--- src/rtl/ntc_pkg.sv ---
// shared types, constants and codes for the ntc thermistor filter and table lookup
package ntc_pkg;

    localparam int FILTER_TAPS = 8;
    localparam int TABLE_DEPTH = 64;

    localparam int TAP_BITS = $clog2(FILTER_TAPS);
    localparam int TBL_AW   = $clog2(TABLE_DEPTH);
    localparam int SIZE_W   = $clog2(TABLE_DEPTH + 1);

    localparam int ADC_W  = 12;
    localparam int STEP_W = 10;
    localparam int TEMP_W = 16;
    localparam int ERR_W  = 4;
    localparam int ACC_W  = ADC_W + TAP_BITS;

    localparam logic [ERR_W-1:0]  ERR_LIMIT  = ERR_W'(10);
    localparam logic [TEMP_W-1:0] START_TEMP = TEMP_W'(30);

    localparam logic [SIZE_W-1:0] TABLE_SIZE_RST = SIZE_W'(64);
    localparam logic [STEP_W-1:0] TEMP_STEP_RST  = STEP_W'(1);
    localparam logic [ADC_W-1:0]  FAULT_HIGH_RST = ADC_W'(4095);
    localparam logic [ADC_W-1:0]  FAULT_LOW_RST  = ADC_W'(0);

    typedef enum logic [1:0] {
        CMD_SAMPLE = 2'd0,
        CMD_TABLE  = 2'd1,
        CMD_SET    = 2'd2
    } cmd_t;

    typedef enum logic [1:0] {
        CFG_TABLE_SIZE = 2'd0,
        CFG_TEMP_STEP  = 2'd1,
        CFG_FAULT_HIGH = 2'd2,
        CFG_FAULT_LOW  = 2'd3
    } cfg_idx_t;

    typedef enum logic [3:0] {
        ST_IDLE,
        ST_LO,
        ST_HI,
        ST_FLO,
        ST_FHI,
        ST_SUM,
        ST_SCAN,
        ST_MUL,
        ST_DONE
    } state_t;

    typedef enum logic {
        ALU_CMP,
        ALU_ADD
    } alu_op_t;

    typedef struct packed {
        alu_op_t            op;
        logic [ACC_W-1:0]   a;
        logic [ADC_W-1:0]   b;
    } alu_req_t;

    typedef struct packed {
        logic [ACC_W-1:0]   sum;
        logic               lt;
        logic               eq;
    } alu_res_t;

endpackage

--- src/rtl/ntc_ram.sv ---
// generic single write port ram with one registered read port
module ntc_ram #(
    parameter int WIDTH = 12,
    parameter int DEPTH = 64
) (
    input  logic                     clk,
    input  logic                     we,
    input  logic [$clog2(DEPTH)-1:0] waddr,
    input  logic [WIDTH-1:0]         wdata,
    input  logic [$clog2(DEPTH)-1:0] raddr,
    output logic [WIDTH-1:0]         rdata
);

    logic [WIDTH-1:0] mem_reg [DEPTH];
    logic [WIDTH-1:0] rdata_reg;

    always_ff @(posedge clk)
    begin
        if (we)
        begin
            mem_reg[waddr] <= wdata;
        end
        rdata_reg <= mem_reg[raddr];
    end

    assign rdata = rdata_reg;

endmodule

--- src/rtl/ntc_alu.sv ---
// shared add and compare unit: one adder serves both the ring sum and every compare
module ntc_alu (
    input  ntc_pkg::alu_req_t req,
    output ntc_pkg::alu_res_t res
);

    localparam int W = ntc_pkg::ACC_W + 1;

    logic          sub;
    logic [W-1:0]  bx;
    logic [W:0]    tot;

    always_comb
    begin
        sub = (req.op == ntc_pkg::ALU_CMP);
        bx  = W'(req.b);
        // a - b as a + ~b + 1, carry out set when a >= b
        tot = {2'b00, req.a} + {1'b0, (sub ? ~bx : bx)} + (W + 1)'(sub);
        res.sum = tot[ntc_pkg::ACC_W-1:0];
        res.lt  = ~tot[W];
        res.eq  = (tot[W-1:0] == '0);
    end

endmodule

--- src/rtl/ntc_adc_filter_table_lookup.sv ---
// top level: ntc thermistor channel with moving average and calibration table lookup
//
//  channel  | handshake          | payload
//  ---------+--------------------+--------------------------------------------------
//  in       | in_valid/in_stall  | cmd, adc_sample, table_index, table_value,
//           |                    | set_value
//  out      | out_valid/out_stall| temperature, error_flag, sample_accepted,
//           |                    | temp_updated
//  cfg      | cfg_we             | cfg_index, cfg_data
//
// a full sample request runs two compares against the table ends, one add per ring
//   entry and one compare per table entry, all through the one shared add/compare
//   unit, and reads the table through the registered ram port
// table writes, overrides and the unused code go straight to done; warm-up samples end
// after the range checks, rejects after the fault checks unless the error count clears
// in_stall is high from acceptance until the result is loaded into the output register
// a stalled result holds the block in its done state until the output register frees up
// reset clears all control state, the ring, the counters and sets the temperature to 30
module ntc_adc_filter_table_lookup (
    input  logic        clk,
    input  logic        rst_n,

    input  logic        in_valid,
    output logic        in_stall,
    input  logic [1:0]  cmd,
    input  logic [11:0] adc_sample,
    input  logic [5:0]  table_index,
    input  logic [11:0] table_value,
    input  logic [15:0] set_value,

    output logic        out_valid,
    input  logic        out_stall,
    output logic [15:0] temperature,
    output logic        error_flag,
    output logic        sample_accepted,
    output logic        temp_updated,

    input  logic        cfg_we,
    input  logic [1:0]  cfg_index,
    input  logic [11:0] cfg_data
);

    localparam int TAPS    = ntc_pkg::FILTER_TAPS;
    localparam int TAP_B   = ntc_pkg::TAP_BITS;
    localparam int TBL_AW  = ntc_pkg::TBL_AW;
    localparam int SIZE_W  = ntc_pkg::SIZE_W;
    localparam int ADC_W   = ntc_pkg::ADC_W;
    localparam int STEP_W  = ntc_pkg::STEP_W;
    localparam int TEMP_W  = ntc_pkg::TEMP_W;
    localparam int ERR_W   = ntc_pkg::ERR_W;
    localparam int ACC_W   = ntc_pkg::ACC_W;
    localparam int TABLE_DEPTH_C = ntc_pkg::TABLE_DEPTH;

    // configuration registers
    logic [SIZE_W-1:0] table_size_reg;
    logic [STEP_W-1:0] temp_step_reg;
    logic [ADC_W-1:0]  fault_high_reg;
    logic [ADC_W-1:0]  fault_low_reg;

    // architectural state
    logic [ADC_W-1:0]  sample_ring_reg [TAPS];
    logic [TAP_B-1:0]  ring_pos_reg, ring_pos_next;
    logic [ERR_W-1:0]  warm_cnt_reg, warm_cnt_next;
    logic [ERR_W-1:0]  err_cnt_reg, err_cnt_next;
    logic              fault_flag_reg, fault_flag_next;
    logic [TEMP_W-1:0] cur_temp_reg, cur_temp_next;

    // sequencer state and working registers
    ntc_pkg::state_t   state_reg, state_next;
    logic [ADC_W-1:0]  samp_reg, samp_next;
    logic              lo_ok_reg, lo_ok_next;
    logic [ACC_W-1:0]  acc_reg, acc_next;
    logic [ADC_W-1:0]  avg_reg, avg_next;
    logic [TAP_B-1:0]  tap_reg, tap_next;
    logic [TBL_AW-1:0] idx_reg, idx_next;
    logic              ge_prev_reg, ge_prev_next;
    logic              found_reg, found_next;
    logic [TBL_AW-1:0] best_reg, best_next;
    logic              acc_flag_reg, acc_flag_next;
    logic              upd_flag_reg, upd_flag_next;

    // output register
    logic              out_valid_reg, out_valid_next;
    logic [TEMP_W-1:0] out_temp_reg, out_temp_next;
    logic              out_err_reg, out_err_next;
    logic              out_acc_reg, out_acc_next;
    logic              out_upd_reg, out_upd_next;

    // shared unit, table ram and helpers
    ntc_pkg::alu_req_t alu_req;
    ntc_pkg::alu_res_t alu_res;
    logic              in_take;
    logic              ring_we;
    logic              tbl_we;
    logic [TBL_AW-1:0] tbl_raddr;
    logic [ADC_W-1:0]  tbl_rdata;
    logic [SIZE_W-1:0] n_used;
    logic [TBL_AW-1:0] last_idx;
    logic              slot_free;
    logic [TEMP_W-1:0] prod;

    assign in_stall  = (state_reg != ntc_pkg::ST_IDLE);
    assign in_take   = in_valid && !in_stall;
    assign slot_free = !out_valid_reg || !out_stall;
    assign ring_we   = in_take && (cmd == ntc_pkg::CMD_SAMPLE);
    assign tbl_we    = in_take && (cmd == ntc_pkg::CMD_TABLE);

    // table size clamped to the usable range
    always_comb
    begin
        if (table_size_reg < SIZE_W'(2))
        begin
            n_used = SIZE_W'(2);
        end
        else if (table_size_reg > SIZE_W'(TABLE_DEPTH_C))
        begin
            n_used = SIZE_W'(TABLE_DEPTH_C);
        end
        else
        begin
            n_used = table_size_reg;
        end
        last_idx = TBL_AW'(n_used - SIZE_W'(1));
    end

    // calibration table
    ntc_ram #(
        .WIDTH (ADC_W),
        .DEPTH (TABLE_DEPTH_C)
    ) u_cal_table (
        .clk   (clk),
        .we    (tbl_we),
        .waddr (table_index),
        .wdata (table_value),
        .raddr (tbl_raddr),
        .rdata (tbl_rdata)
    );

    ntc_alu u_alu (
        .req (alu_req),
        .res (alu_res)
    );

    // table read address: first entry while idle or summing, last entry for the
    // upper range check, next entry during the scan
    always_comb
    begin
        unique case (state_reg)
            ntc_pkg::ST_LO:   tbl_raddr = last_idx;
            ntc_pkg::ST_SCAN: tbl_raddr = idx_reg + TBL_AW'(1);
            default:          tbl_raddr = '0;
        endcase
    end

    // operand selection for the shared unit
    always_comb
    begin
        alu_req.op = ntc_pkg::ALU_CMP;
        alu_req.a  = ACC_W'(samp_reg);
        alu_req.b  = tbl_rdata;
        unique case (state_reg)
            ntc_pkg::ST_FLO:  alu_req.b = fault_low_reg;
            ntc_pkg::ST_FHI:  alu_req.b = fault_high_reg;
            ntc_pkg::ST_SUM:
            begin
                alu_req.op = ntc_pkg::ALU_ADD;
                alu_req.a  = acc_reg;
                alu_req.b  = sample_ring_reg[tap_reg];
            end
            ntc_pkg::ST_SCAN: alu_req.a = ACC_W'(avg_reg);
            default:          alu_req.a = ACC_W'(samp_reg);
        endcase
    end

    assign prod = TEMP_W'(best_reg) * TEMP_W'(temp_step_reg);

    // sequencer
    always_comb
    begin
        state_next      = state_reg;
        samp_next       = samp_reg;
        lo_ok_next      = lo_ok_reg;
        acc_next        = acc_reg;
        avg_next        = avg_reg;
        tap_next        = tap_reg;
        idx_next        = idx_reg;
        ge_prev_next    = ge_prev_reg;
        found_next      = found_reg;
        best_next       = best_reg;
        acc_flag_next   = acc_flag_reg;
        upd_flag_next   = upd_flag_reg;
        ring_pos_next   = ring_pos_reg;
        warm_cnt_next   = warm_cnt_reg;
        err_cnt_next    = err_cnt_reg;
        fault_flag_next = fault_flag_reg;
        cur_temp_next   = cur_temp_reg;
        out_valid_next  = out_valid_reg && out_stall;
        out_temp_next   = out_temp_reg;
        out_err_next    = out_err_reg;
        out_acc_next    = out_acc_reg;
        out_upd_next    = out_upd_reg;

        unique case (state_reg)
            ntc_pkg::ST_IDLE:
            begin
                if (in_take)
                begin
                    samp_next     = adc_sample;
                    acc_flag_next = 1'b0;
                    upd_flag_next = 1'b0;
                    if (cmd == ntc_pkg::CMD_SAMPLE)
                    begin
                        state_next = ntc_pkg::ST_LO;
                    end
                    else
                    begin
                        if (cmd == ntc_pkg::CMD_SET)
                        begin
                            cur_temp_next = set_value;
                        end
                        state_next = ntc_pkg::ST_DONE;
                    end
                end
            end
            ntc_pkg::ST_LO:
            begin
                // sample at or above the first entry
                lo_ok_next = !alu_res.lt;
                state_next = ntc_pkg::ST_HI;
            end
            ntc_pkg::ST_HI:
            begin
                if (lo_ok_reg && (alu_res.lt || alu_res.eq) && (err_cnt_reg < ntc_pkg::ERR_LIMIT))
                begin
                    acc_flag_next = 1'b1;
                    if (ring_pos_reg == TAP_B'(TAPS - 1))
                    begin
                        ring_pos_next = '0;
                    end
                    else
                    begin
                        ring_pos_next = ring_pos_reg + TAP_B'(1);
                    end
                    if (warm_cnt_reg < ERR_W'(TAPS))
                    begin
                        warm_cnt_next = warm_cnt_reg + ERR_W'(1);
                        state_next    = ntc_pkg::ST_DONE;
                    end
                    else
                    begin
                        acc_next   = '0;
                        tap_next   = '0;
                        state_next = ntc_pkg::ST_SUM;
                    end
                end
                else if (err_cnt_reg > ntc_pkg::ERR_LIMIT)
                begin
                    err_cnt_next    = '0;
                    fault_flag_next = 1'b1;
                    state_next      = ntc_pkg::ST_DONE;
                end
                else
                begin
                    state_next = ntc_pkg::ST_FLO;
                end
            end
            ntc_pkg::ST_FLO:
            begin
                // reuse lo_ok as the below-fault-low mark
                lo_ok_next = alu_res.lt;
                state_next = ntc_pkg::ST_FHI;
            end
            ntc_pkg::ST_FHI:
            begin
                if (lo_ok_reg || (!alu_res.lt && !alu_res.eq))
                begin
                    err_cnt_next = err_cnt_reg + ERR_W'(1);
                end
                state_next = ntc_pkg::ST_DONE;
            end
            ntc_pkg::ST_SUM:
            begin
                acc_next = alu_res.sum;
                if (tap_reg == TAP_B'(TAPS - 1))
                begin
                    avg_next     = alu_res.sum[ACC_W-1:TAP_B];
                    idx_next     = '0;
                    ge_prev_next = 1'b0;
                    found_next   = 1'b0;
                    state_next   = ntc_pkg::ST_SCAN;
                end
                else
                begin
                    tap_next = tap_reg + TAP_B'(1);
                end
            end
            ntc_pkg::ST_SCAN:
            begin
                // pair (idx-1, idx) brackets the average; the last hit wins
                if ((idx_reg != '0) && ge_prev_reg && (alu_res.lt || alu_res.eq))
                begin
                    found_next = 1'b1;
                    best_next  = idx_reg - TBL_AW'(1);
                end
                ge_prev_next = !alu_res.lt;
                if (idx_reg == last_idx)
                begin
                    state_next = ntc_pkg::ST_MUL;
                end
                else
                begin
                    idx_next = idx_reg + TBL_AW'(1);
                end
            end
            ntc_pkg::ST_MUL:
            begin
                upd_flag_next = 1'b1;
                err_cnt_next  = '0;
                if (found_reg)
                begin
                    cur_temp_next = prod;
                end
                state_next = ntc_pkg::ST_DONE;
            end
            ntc_pkg::ST_DONE:
            begin
                if (slot_free)
                begin
                    out_valid_next = 1'b1;
                    out_temp_next  = cur_temp_reg;
                    out_err_next   = fault_flag_reg;
                    out_acc_next   = acc_flag_reg;
                    out_upd_next   = upd_flag_reg;
                    state_next     = ntc_pkg::ST_IDLE;
                end
            end
            default:
            begin
                state_next = ntc_pkg::ST_IDLE;
            end
        endcase
    end

    // control state
    always_ff @(posedge clk or negedge rst_n)
    begin
        if (!rst_n)
        begin
            state_reg      <= ntc_pkg::ST_IDLE;
            ring_pos_reg   <= '0;
            warm_cnt_reg   <= '0;
            err_cnt_reg    <= '0;
            fault_flag_reg <= 1'b0;
            cur_temp_reg   <= ntc_pkg::START_TEMP;
            out_valid_reg  <= 1'b0;
            table_size_reg <= ntc_pkg::TABLE_SIZE_RST;
            temp_step_reg  <= ntc_pkg::TEMP_STEP_RST;
            fault_high_reg <= ntc_pkg::FAULT_HIGH_RST;
            fault_low_reg  <= ntc_pkg::FAULT_LOW_RST;
            for (int i = 0; i < TAPS; i++)
            begin
                sample_ring_reg[i] <= '0;
            end
        end
        else
        begin
            state_reg      <= state_next;
            ring_pos_reg   <= ring_pos_next;
            warm_cnt_reg   <= warm_cnt_next;
            err_cnt_reg    <= err_cnt_next;
            fault_flag_reg <= fault_flag_next;
            cur_temp_reg   <= cur_temp_next;
            out_valid_reg  <= out_valid_next;
            // every sample lands in the current slot, even a rejected one
            if (ring_we)
            begin
                sample_ring_reg[ring_pos_reg] <= adc_sample;
            end
            if (cfg_we)
            begin
                unique case (ntc_pkg::cfg_idx_t'(cfg_index))
                    ntc_pkg::CFG_TABLE_SIZE: table_size_reg <= cfg_data[SIZE_W-1:0];
                    ntc_pkg::CFG_TEMP_STEP:  temp_step_reg  <= cfg_data[STEP_W-1:0];
                    ntc_pkg::CFG_FAULT_HIGH: fault_high_reg <= cfg_data;
                    ntc_pkg::CFG_FAULT_LOW:  fault_low_reg  <= cfg_data;
                    default:                 fault_low_reg  <= fault_low_reg;
                endcase
            end
        end
    end

    // working and payload registers
    always_ff @(posedge clk)
    begin
        samp_reg     <= samp_next;
        lo_ok_reg    <= lo_ok_next;
        acc_reg      <= acc_next;
        avg_reg      <= avg_next;
        tap_reg      <= tap_next;
        idx_reg      <= idx_next;
        ge_prev_reg  <= ge_prev_next;
        found_reg    <= found_next;
        best_reg     <= best_next;
        acc_flag_reg <= acc_flag_next;
        upd_flag_reg <= upd_flag_next;
        out_temp_reg <= out_temp_next;
        out_err_reg  <= out_err_next;
        out_acc_reg  <= out_acc_next;
        out_upd_reg  <= out_upd_next;
    end

    assign out_valid       = out_valid_reg;
    assign temperature     = out_temp_reg;
    assign error_flag      = out_err_reg;
    assign sample_accepted = out_acc_reg;
    assign temp_updated    = out_upd_reg;

    // error count only passes the limit by one before it is cleared
    a_err_bound: assert property (@(posedge clk) disable iff (!rst_n)
        err_cnt_reg <= ntc_pkg::ERR_LIMIT + ERR_W'(1))
        else $error("error count beyond limit");

    // warm-up counter saturates at the ring depth
    a_warm_bound: assert property (@(posedge clk) disable iff (!rst_n)
        warm_cnt_reg <= ERR_W'(TAPS))
        else $error("warm-up count beyond ring depth");

    // a temperature update only reports on an accepted sample
    a_upd_acc: assert property (@(posedge clk) disable iff (!rst_n)
        (out_valid_reg && out_upd_reg) |-> out_acc_reg)
        else $error("update without accepted sample");

    // the table scan never runs past the last entry in use
    a_scan_range: assert property (@(posedge clk) disable iff (!rst_n)
        (state_reg == ntc_pkg::ST_SCAN) |-> (idx_reg <= last_idx))
        else $error("table scan out of range");

    // leaving the done state always presents a result
    a_done_out: assert property (@(posedge clk) disable iff (!rst_n)
        ((state_reg == ntc_pkg::ST_DONE) && slot_free) |=> out_valid_reg)
        else $error("result lost on completion");

endmodule
--- config.mk ---
export PLATFORM = sky130hd
export DESIGN_NAME = ntc_adc_filter_table_lookup
export DESIGN_NICKNAME = d
export VERILOG_FILES = /design/src/rtl/ntc_pkg.sv /design/src/rtl/ntc_ram.sv /design/src/rtl/ntc_alu.sv /design/src/rtl/ntc_adc_filter_table_lookup.sv
export SDC_FILE = /design/constraint.sdc
export NUM_CORES = 1
export LEC_CHECK = 0
export ABC_AREA = 1
export BUFFER_PORTS_ARGS = -buffer_cell sky130_fd_sc_hd__buf_4
export CELL_PAD_IN_SITES_DETAIL_PLACEMENT = 1
export CELL_PAD_IN_SITES_GLOBAL_PLACEMENT = 2
export CORE_ASPECT_RATIO = 0.9
export CORE_MARGIN = 3
export CORE_UTILIZATION = 43
export CTS_CLUSTER_SIZE = 14
export DETAILED_ROUTE_END_ITERATION = 8
export PLACE_DENSITY = 0.85
export SYNTH_ARGS = -nofsm -noshare
export SYNTH_HDL_FRONTEND = slang
export SYNTH_SLANG_ARGS = --single-unit
--- constraint.sdc ---
create_clock -name clk -period 5.4 [get_ports clk]
set_clock_uncertainty 0.2 [all_clocks]
set_input_delay 0.81 -clock clk [delete_from_list [all_inputs] [get_ports clk]]
set_output_delay 0.81 -clock clk [all_outputs]
set_load 0.01 [all_outputs]
; Word level (Yosys, flattened, before mapping)
; Memory sizes are Yosys's and may differ from the RTL's. A register that Yosys moved wholly into a read port is not among the register bits.
; Cells that the tools add are included.
[word_totals]
ff_bits = 248
ramBits = 768
in_bits = 67
out_inout_bits = 21
wordCells = 196
memories = 1
[op_classes]
addsub = 9
multipliers = 1
n_lt_le_gt_ge = 8
eq_ne = 31
n_mux = 55
bitwise_logic = 6
reduce_logical = 51
[memory_table]
columns = name, depth, width, read_ports, rd_clocked_by_memory_dff, write_ports, line
row1 = u_cal_table.mem_reg, 64, 12, 1, 1, 1, ntc_ram.sv:14  ; logic [WIDTH-1:0] mem_reg [DEPTH];
[ops]
columns = op, count
row1 = bitwise mux 96 bit, 1
row2 = two-way mux 16 bit, 5
row3 = one-hot mux 15 bit (2 select lines), 2
row4 = two-way mux 4 bit, 11
row5 = binary-select mux 12 bit (select 3 bit), 1
row6 = demux 12 bit (select 3 bit), 1
row7 = two-way mux 12 bit, 3
row8 = one-hot mux 12 bit (3 select lines), 1
row9 = one-hot mux 16 bit (2 select lines), 1
row10 = one-hot mux 4 bit (8 select lines), 1
row11 = two-way mux 15 bit, 2
row12 = inequality test 2 bit (second input constant), 15
row13 = two-way mux 6 bit, 4
row14 = one-hot mux 6 bit (2 select lines), 2
row15 = AND reduction 2 bit, 11
row16 = AND reduction 3 bit, 6
row17 = adder 15 x 16 -> 17 bit, 1
row18 = adder 17 x 1 -> 17 bit, 1
row19 = == test 4 x 3 -> 1 bit (second input constant), 4
row20 = logical NOT 16 bit, 1
row21 = multiplier 6 x 10 -> 16 bit, 1
row22 = NOT 12 -> 16 bit, 1
row23 = two-way mux 3 bit, 4
row24 = one-hot mux 4 bit (3 select lines), 1
row25 = 34 further kinds, 80

; Longest topological paths before layout
; Gate-level depths: netlist of run 1.
[logic_depth]
word_depth = 15
mapped_depth = 33

; Hierarchy
; From an unflattened synthesis of run 1, not the netlist that was laid out.
[unflattened]
cells_unflattened = 4341
area_unflattened_um2 = 45892.8
[modules_own_cells]
columns = module, instances, cells_each, area_each_um2, seq_area_each_um2
row1 = ntc_ram, 1, 2661, 31675.4, 23302.3
row2 = ntc_adc_filter_table_lookup, 1, 1473, 13033.8, 6618.8
row3 = ntc_alu, 1, 207, 1183.6, 0.0

; Least setup slack after synthesis of run 1
; Ideal clock, no wire load.
[synth_path]
path_type = register to register
from = reg tap_reg[0]
to = reg acc_reg[0] (enable)
setup_ns = 0.366
t_arrival_ns = 4.024
required_ns = 4.834
setup_slack_ns = 0.809
path_stages_with_launch = 26
n_path_buf = 2
cell_sequence = edfxtp_1 buf_4 clkbuf_1 mux2i_1 o221ai_1 o211a_1 a41o_1 ha_1 a21oi_2 inv_1 a21oi_1 inv_1 nand2_1 nand3_1 nand3_1 xor2_1 nand3_1 nor2_1 nand2_1 nor2_1 nand2_1 nand2_2 nand3_4 inv_2 nand2_2 nand2_1
[synth_via]
elab_chain_len = 15
elab_cells_between_ends = 16
cone_classes = add/sub: 2 / eq/ne: 1 / mux: 5 / bitwise: 3 / reduce/logical: 5
[synth_rtl]
columns = item, line
row1 = start: declaration, ntc_adc_filter_table_lookup.sv:74  ; logic [TAP_B-1:0] tap_reg, tap_next;
row2 = start signal: assignment, ntc_adc_filter_table_lookup.sv:399  ; tap_reg <= tap_next;
row3 = NOT 3 -> 4 bit (not written as such) *, ntc_adc_filter_table_lookup.sv:168  ; alu_req.b = sample_ring_reg[tap_reg];
row4 = binary-select mux 12 bit (select 3 bit) *, ntc_adc_filter_table_lookup.sv:168
row5 = two-way mux 12 bit (not written as such) * (2 in a row), ntc_adc_filter_table_lookup.sv:168
row6 = one-hot mux 12 bit (3 select lines) *, ntc_adc_filter_table_lookup.sv:161  ; unique case (state_reg)
row7 = NOT 12 -> 16 bit, ntc_alu.sv:18  ; tot = {2'b00, req.a} + {1'b0, (sub ? ~bx : bx)} + (W + 1)'(sub);
row8 = two-way mux 16 bit *, ntc_alu.sv:18
row9 = adder 15 x 16 -> 17 bit *, ntc_alu.sv:18
row10 = adder 17 x 1 -> 17 bit *, ntc_alu.sv:18
row11 = logical NOT 16 bit / NOT 1 bit (equally long branches), "ntc_alu.sv:21, ntc_alu.sv:20"
row12 = logical OR 1 bit *, ntc_adc_filter_table_lookup.sv:233  ; if (lo_ok_reg && (alu_res.lt || alu_res.eq) && (err_cnt_reg < ntc_pkg::ERR_LIMIT))
row13 = logical AND 1 bit * (2 in a row), ntc_adc_filter_table_lookup.sv:233
row14 = inequality test 2 bit (no line) *, -
row15 = AND reduction 3 bit (no line) *, -
row16 = end signal: assignment, ntc_adc_filter_table_lookup.sv:397  ; acc_reg <= acc_next;
row17 = end: declaration, ntc_adc_filter_table_lookup.sv:72  ; logic [ACC_W-1:0] acc_reg, acc_next;
; Every way passes the cells marked *; elsewhere a longest branch is shown, timed or not. The select of a mux whose other input is x is not followed.
; A chain may end at the register's enable or synchronous reset.

; Final worst setup path of run 1
[layout_path]
from = reg state_reg[3]
to = reg acc_reg[8] (enable)
[layout_via]
elab_chain_len = 12
elab_cells_between_ends = 22
cone_classes = add/sub: 2 / eq/ne: 7 / mux: 4 / bitwise: 3 / reduce/logical: 6
[layout_rtl]
columns = item, line
row1 = start: declaration, ntc_adc_filter_table_lookup.sv:69  ; ntc_pkg::state_t state_reg, state_next;
row2 = start signal: assignment, ntc_adc_filter_table_lookup.sv:349  ; state_reg <= ntc_pkg::ST_IDLE;
row3 = start signal: assignment, ntc_adc_filter_table_lookup.sv:367  ; state_reg <= state_next;
row4 = == test 4 x 3 -> 1 bit (tied with other cells), "ntc_adc_filter_table_lookup.sv:161, ntc_adc_filter_table_lookup.sv:203"
row5 = one-hot mux 12 bit (3 select lines), ntc_adc_filter_table_lookup.sv:161
row6 = NOT 12 -> 16 bit, ntc_alu.sv:18
row7 = two-way mux 16 bit, ntc_alu.sv:18
row8 = adder 15 x 16 -> 17 bit, ntc_alu.sv:18
row9 = adder 17 x 1 -> 17 bit, ntc_alu.sv:18
row10 = logical NOT 16 bit / NOT 1 bit (equally long branches), "ntc_alu.sv:21, ntc_alu.sv:20"
row11 = logical OR 1 bit, ntc_adc_filter_table_lookup.sv:233
row12 = logical AND 1 bit (2 in a row), ntc_adc_filter_table_lookup.sv:233
row13 = inequality test 2 bit (no line), -
row14 = AND reduction 3 bit (no line) *, -
; Every way passes the cells marked *; elsewhere a longest branch is shown, timed or not.

==> results of run 1 <==
[final cells by class]
type | instances | area share, %
diodes | 5 | 0.0242
clock inverters | 63 | 1.05
repair buffers | 228 | 3.74
flip-flops and latches | 1028 | 57.8
multi-input cells | 2331 | 24.4
well taps | 1368 | 3.31
clock buffers | 132 | 5.41
inverters | 593 | 4.32
[cell families (layout without fill, tap and decap cells)]
| kind of cell | count (synthesis) | in the layout | share of synthesized area, % |
|---|---|---|---|
| and+or+nand+nor | 1266 | 1266 | 11.4 |
| DFF | 1028 | 1028 | 65.4 |
| AOI/OAI and AO/OA | 949 | 949 | 12.6 |
| buffers and inverters | 819 | 1016 | 7.05 |
| adders and majority gates | 80 | 80 | 2.75 |
| xor gates and xnor gates | 25 | 25 | 0.479 |
| muxes | 11 | 11 | 0.241 |
| other | 0 | 5 | 0 |
[worst min path at each step]
stage / slack, ns / start / depth (start not counted) / end
3_3_place_gp: 0.21 / upd_flag_reg / 0 / temp_updated
2_1_floorplan: 0.20 / acc_flag_reg / 0 / sample_accepted
4_1_cts: 0.05 / adc_sample[5] / 1 / samp_reg[5]
6_report: 0.1 / adc_sample[5] / 1 / samp_reg[5]
3_5_place_dp: 0.21 / upd_flag_reg / 0 / temp_updated
5_1_grt: 0.06 / adc_sample[0] / 1 / samp_reg[0]
[power by group through the flow]
| stage | clock (W) | combinational, W | sequential, W |
|---|---|---|---|
| after floorplan | 0 | 0.00303 | 0.00938 |
| after global placement | 0 | 0.00448 | 0.00950 |
| after detailed placement | 0 | 0.00461 | 0.00950 |
| after CTS | 0.00724 | 0.00465 | 0.00934 |
| after global routing | 0.00757 | 0.00522 | 0.00937 |
| final | 0.00709 | 0.00460 | 0.00934 |
[stage by stage]
| stage | area, µm² | hold slack, ns | setup WS, ns | power (W) | utilization [%] |
|---|---|---|---|---|---|
| finish | 51800 | 0.0980 | 0.372 | 0.0210 | 49.5 |
| global route | 51800 | 0.0569 | 0.0139 | 0.0222 | 49.5 |
| CTS | 51700 | 0.0485 | 0.194 | 0.0212 | 49.5 |
| detailed placement | 48400 | 0.213 | 0.237 | 0.0141 | 46.3 |
| global placement | 48400 | 0.209 | 0.421 | 0.0140 | 46.3 |
| floorplan | 45700 | 0.200 | 0.809 | 0.0124 | - |
[cells in the final DEF (no fill, tap or decap), drive strengths merged, types with 12 or more instances in the layout]
master  instances
fa             34
o311ai         24
nor2          299
a21oi         228
ha             46
o211ai        219
buf           226
xor2           18
a32o           24
nand2         718
clkinv         51
dfrtp         152
a31oi          13
edfxtp        846
o21ai         388
clkbuf        133
nand3         225
dfstp          18
dfxtp          12
inv           593
[layer usage]
layer	wire length [µm]	GRT usage [%]
met4	4650	8.39
met2	61700	38.5
met5	0	0
met1	55300	30.9
met3	6390	3.92
[repair_timing]
action | in CTS | in global routing
setup endpoints to repair | 0 | 21
hold endpoints to repair | 15 | 0
resized for setup | 0 | 3
buffers inserted | 0 | 2
hold buffers | 1 | 0
==> results.py, run 1 <==
metrics = {
    "floorplanning": {
        "rows": 112,
        "design.die.area_um2": 110000,
        "io_pins": 88,
        "fp.dieH_um": 315,
        "core_area_um2": 105000,
        "dieWidth_um": 350,
        "initial_core_util_pct": 43.7,
    },
    "global_routing": {
        "grt_pass1_vias": 32225,
        "antenna_found_initial": 4,
        "grt_max_degree": 156,
        "grt-ovfl-total": 0,
        "grt_pass1_wl_um": 195000,
        "track_usage_pct": 23.2,
    },
    "cts": {
        "h-tree-depth": 3,
        "cts_tree": "done",
        "cts-root-buf": "clkbuf_16",
        "cts_buffers": 105,
        "clk_pin_slew_ns": 0.06,
        "clock_latency_ns": 0.72,
        "clock-sinks": 1028,
        "clockBufferDepth": 3,
    },
    "drt": {
        "drtIter0Drc": 2665,
        "routed_via_density": 5.44,
        "ant_nets": 0,
        "drc": 0,
        "routed_wl_um": 128000,
        "first_pass_iters": 6,
        "vias": 31244,
        "post_drt_wl_per_cell_um": 22.3,
    },
    "timing": {
        "period_needed_ns": 5.03,
        "worst_slew_pin_slew_ns": 1.14,
        "setup_viol": 0,
        "slew_viol_final": 0,
        "min_period_over_period_pct": 93.1,
        "grt_setup_unrepaired": "false",
        "slew_headroom_pct": 23.9,
        "timing.fmax_mhz": 199,
        "fin_setup_tns_ns": 0,
        "finalHoldViolations": 0,
    },
    "power_and_ir_drop": {
        "power_density_nw_per_um2": 406,
        "p_seq_share_pct": 44.4,
        "p_int_w": 0.0145,
        "power_frac_comb_pct": 21.9,
        "netSwitchingPower_w": 0.00651,
        "leakagePower_nw": 20.2,
        "ir_drop_mv": 0.326,
        "power_switching_share_pct": 30.9,
        "p_clk_share_pct": 33.7,
    },
    "critical_path": {
        "crit_family": "simple AND/OR/NAND/NOR gates",
        "critPathLaunch": "state_reg[3]",
        "slowest_delay_ns": 0.44,
        "critPathBufInv": 5,
        "end_kind": "flip-flop",
        "crit_slowest_cell": "dfrtp_1",
        "rr_worst_depth": 25,
        "crit_end": "acc_reg[8]",
        "cp.required_ns": 5.57,
        "timing.rr.start": "state_reg[3]",
        "worstPathMaxFanout": 16,
        "critical_path.most_common_cell": "nand2_1",
        "r2r-end": "acc_reg[8]",
        "r2r_slack_ns": 0.37,
        "crit_path_start_kind": "flip-flop",
        "cp_data_arrival_time_ns": 5.20,
        "worst-setup-path-type": "reg -> reg",
        "worstSetupPathDepth": 25,
    },
    "placed_design": {
        "globalplace.congestion": 0.874,
        "numPortBuffers": 87,
        "dpl.cell_count": 5545,
        "dp_hpwl_um": 81000,
    },
    "final_layout": {
        "seqCellArea_um2": 29900,
        "drive_gt1_share_pct": 10.2,
        "fin_cells": 5748,
        "largest_register_ff_count": 768,
        "fillers": 11147,
        "multi_input_area_um2": 12600,
        "area_delta_synth_final_pct": 13.3,
        "final_nets": 4434,
    },
    "synth": {
        "yosys_warnings": 0,
        "post-synth-top-count-cell": "edfxtp_1",
        "ys_seq_area_share_pct": 65.4,
        "synth_edf_count": 846,
        "post-synth-top-area-cell": "edfxtp_1",
        "syn-num-nets": 4325,
        "synth_top_flop_cell": "edfxtp_1",
        "synth.avg_cell_area_um2": 10.9,
        "netlist_top_cells_count": "edfxtp_1, nand2_1, inv_1",
        "yosysUniqueCellTypes": 55,
        "netlist_area_um2": 45700,
        "yosys-top-cells-area": "edfxtp_1, dfrtp_1, nand2_1",
        "synth.top_cell.area_share_pct": 55.6,
        "synth-async-reset-ratio_pct": 16.5,
        "netlist_instances": 4178,
        "synth_seq_cells": 1028,
    },
    "run": {
        "maxCapViolCount": 0,
    },
    "min_path": {
        "hp-class": "in -> reg",
    },
    "run_status": {
        "status": "finished, final reports clean",
    },
}
Power figures use the tool's default switching activity.
==> run 2, diff against run 1 <==
--- a/config.mk
+++ b/config.mk
@@ -15,6 +15,7 @@
 export CTS_CLUSTER_SIZE = 14
 export DETAILED_ROUTE_END_ITERATION = 8
 export PLACE_DENSITY = 0.85
+export RECOVER_POWER = 50
 export SYNTH_ARGS = -nofsm -noshare
 export SYNTH_HDL_FRONTEND = slang
 export SYNTH_SLANG_ARGS = --single-unit
==> results.py, run 2 (synthesis results as in run 1) <==
metrics = {
    "run_status": {
        "status": "finished, violations left",
        "violations": "max-capacitance violations, max-slew violations",
    },
    "power_and_ir_drop": {
        "netSwitchingPower_w": 0.00651,
        "p_seq_share_pct": 44.5,
        "leakagePower_nw": 20.1,
        "power_frac_comb_pct": 21.8,
        "power_density_nw_per_um2": 407,
        "p_int_w": 0.0145,
        "total_power_w": 0.0210,
        "power_switching_share_pct": 31.0,
        "p_clk_share_pct": 33.7,
        "ir_drop_mv": 0.326,
    },
    "critical_path": {
        "crit_slowest_cell": "dfrtp_1",
        "slowest_delay_ns": 0.44,
        "crit_family": "simple AND/OR/NAND/NOR gates",
        "cp_data_arrival_time_ns": 5.20,
        "critPathBufInv": 5,
        "cp.required_ns": 5.57,
        "crit_path_start_kind": "flip-flop",
        "worstPathMaxFanout": 16,
        "worst-setup-path-type": "reg -> reg",
        "critical_path.most_common_cell": "nand2_1",
        "end_kind": "flip-flop",
    },
    "cts": {
        "cts-root-buf": "clkbuf_16",
        "cts_tree": "done",
        "h-tree-depth": 3,
        "clockBufferDepth": 3,
        "clock_latency_ns": 0.72,
        "clk_pin_slew_ns": 0.06,
        "clock-sinks": 1028,
        "cts_buffers": 105,
    },
    "global_routing": {
        "grt_pass1_wl_um": 195000,
        "track_usage_pct": 23.2,
        "antenna_found_initial": 4,
        "grt_max_degree": 156,
        "grt_pass1_vias": 32225,
        "grt-ovfl-total": 0,
    },
    "timing": {
        "grt_setup_unrepaired": "false",
        "worst_slew_pin_slew_ns": 3.90,
        "setup_viol": 0,
        "fin_setup_tns_ns": 0,
        "finalHoldViolations": 0,
        "timing.fmax_mhz": 199,
        "min_period_over_period_pct": 93.1,
        "slew_viol_final": 936,
        "slew_headroom_pct": -160,
        "period_needed_ns": 5.03,
        "timing.final.ws_setup_ns": 0.374,
    },
    "drt": {
        "post_drt_wl_per_cell_um": 22.3,
        "routed_via_density": 5.44,
        "ant_nets": 0,
        "vias": 31236,
        "first_pass_iters": 6,
        "drtIter0Drc": 2586,
        "routed_wl_um": 128000,
        "drc": 0,
    },
    "min_path": {
        "hp-class": "in -> reg",
    },
    "placed_design": {
        "globalplace.congestion": 0.874,
        "dp_hpwl_um": 81000,
        "numPortBuffers": 87,
        "post-place-ws_ns": 0.237,
    },
    "floorplanning": {
        "fp.dieH_um": 315,
        "io_pins": 88,
        "design.die.area_um2": 110000,
        "rows": 112,
        "core_area_um2": 105000,
        "dieWidth_um": 350,
        "initial_core_util_pct": 43.7,
    },
    "final_layout": {
        "final_nets": 4434,
        "area_delta_synth_final_pct": 13.0,
        "drive_gt1_share_pct": 9.65,
        "mostFrequentLayoutCells": "edfxtp_1, nand2_1, inv_1, o21ai_0, nor2_1",
        "final_common_cell": "edfxtp_1",
        "largest_register_ff_count": 768,
    },
    "run": {
        "maxCapViolCount": 13,
    },
}
[run 2: final cells by class]
type | instances | area [µm²]
fillers | 11152 | 52900
clock buffers | 132 | 2800
well taps | 1368 | 1710
multi-input cells | 2331 | 12600
clock inverters | 63 | 542
diodes | 4 | 10.0
flip-flops and latches | 1028 | 29900
repair buffers | 228 | 1830
inverters | 593 | 2240
[run 2: stage by stage]
step           instances  util [%]  hold slack [ns]  instance area, µm²
2_1_floorplan       4178         -            0.200               45700
3_3_place_gp        5545      46.3            0.209               48400
3_5_place_dp        5545      46.3            0.213               48400
4_1_cts             5741      49.5           0.0485               51700
5_1_grt             5743      49.4           0.0824               51700
6_report            5747      49.4            0.121               51700
[run 2: repair_timing]
item / CTS / global route
hold buffers: 1 / 0
resized for setup: 0 / 3
endpoints found under the setup margin: 0 / 21
hold endpoints to repair: 15 / 0
setup buffers: 0 / 2
[run 2: layer usage]
layer	vias up	part of all wire, %	global-route usage [%]
li1	14654	-	-
met1	15660	43	30.9
met2	696	48	38.5
met3	226	5.1	3.92
met4	0	3.6	8.39
met5	-	0	0
[run 2: worst paths after layout]
check	from	to	slack, ns	cells past startpoint
max	state_reg[3]	acc_reg[8]	0.37	25
min	adc_sample[5]	samp_reg[5]	0.12	1
max reg2reg	state_reg[3]	acc_reg[8]	0.37	25
min reg2reg	upd_flag_reg	temp_updated	0.23	0
max in group asynchronous	rst_n	sample_ring_reg[20]	1.55	3
min in group asynchronous	rst_n	cur_temp_reg[0]	0.56	2
[run 2: power groups by stage]
stage | sequential (W) | clock (W) | combinational [W]
6_report | 0.00936 | 0.00709 | 0.00460
3_3_place_gp | 0.00950 | 0 | 0.00448
5_1_grt | 0.00939 | 0.00757 | 0.00521
4_1_cts | 0.00934 | 0.00724 | 0.00465
2_1_floorplan | 0.00938 | 0 | 0.00303
3_5_place_dp | 0.00950 | 0 | 0.00461
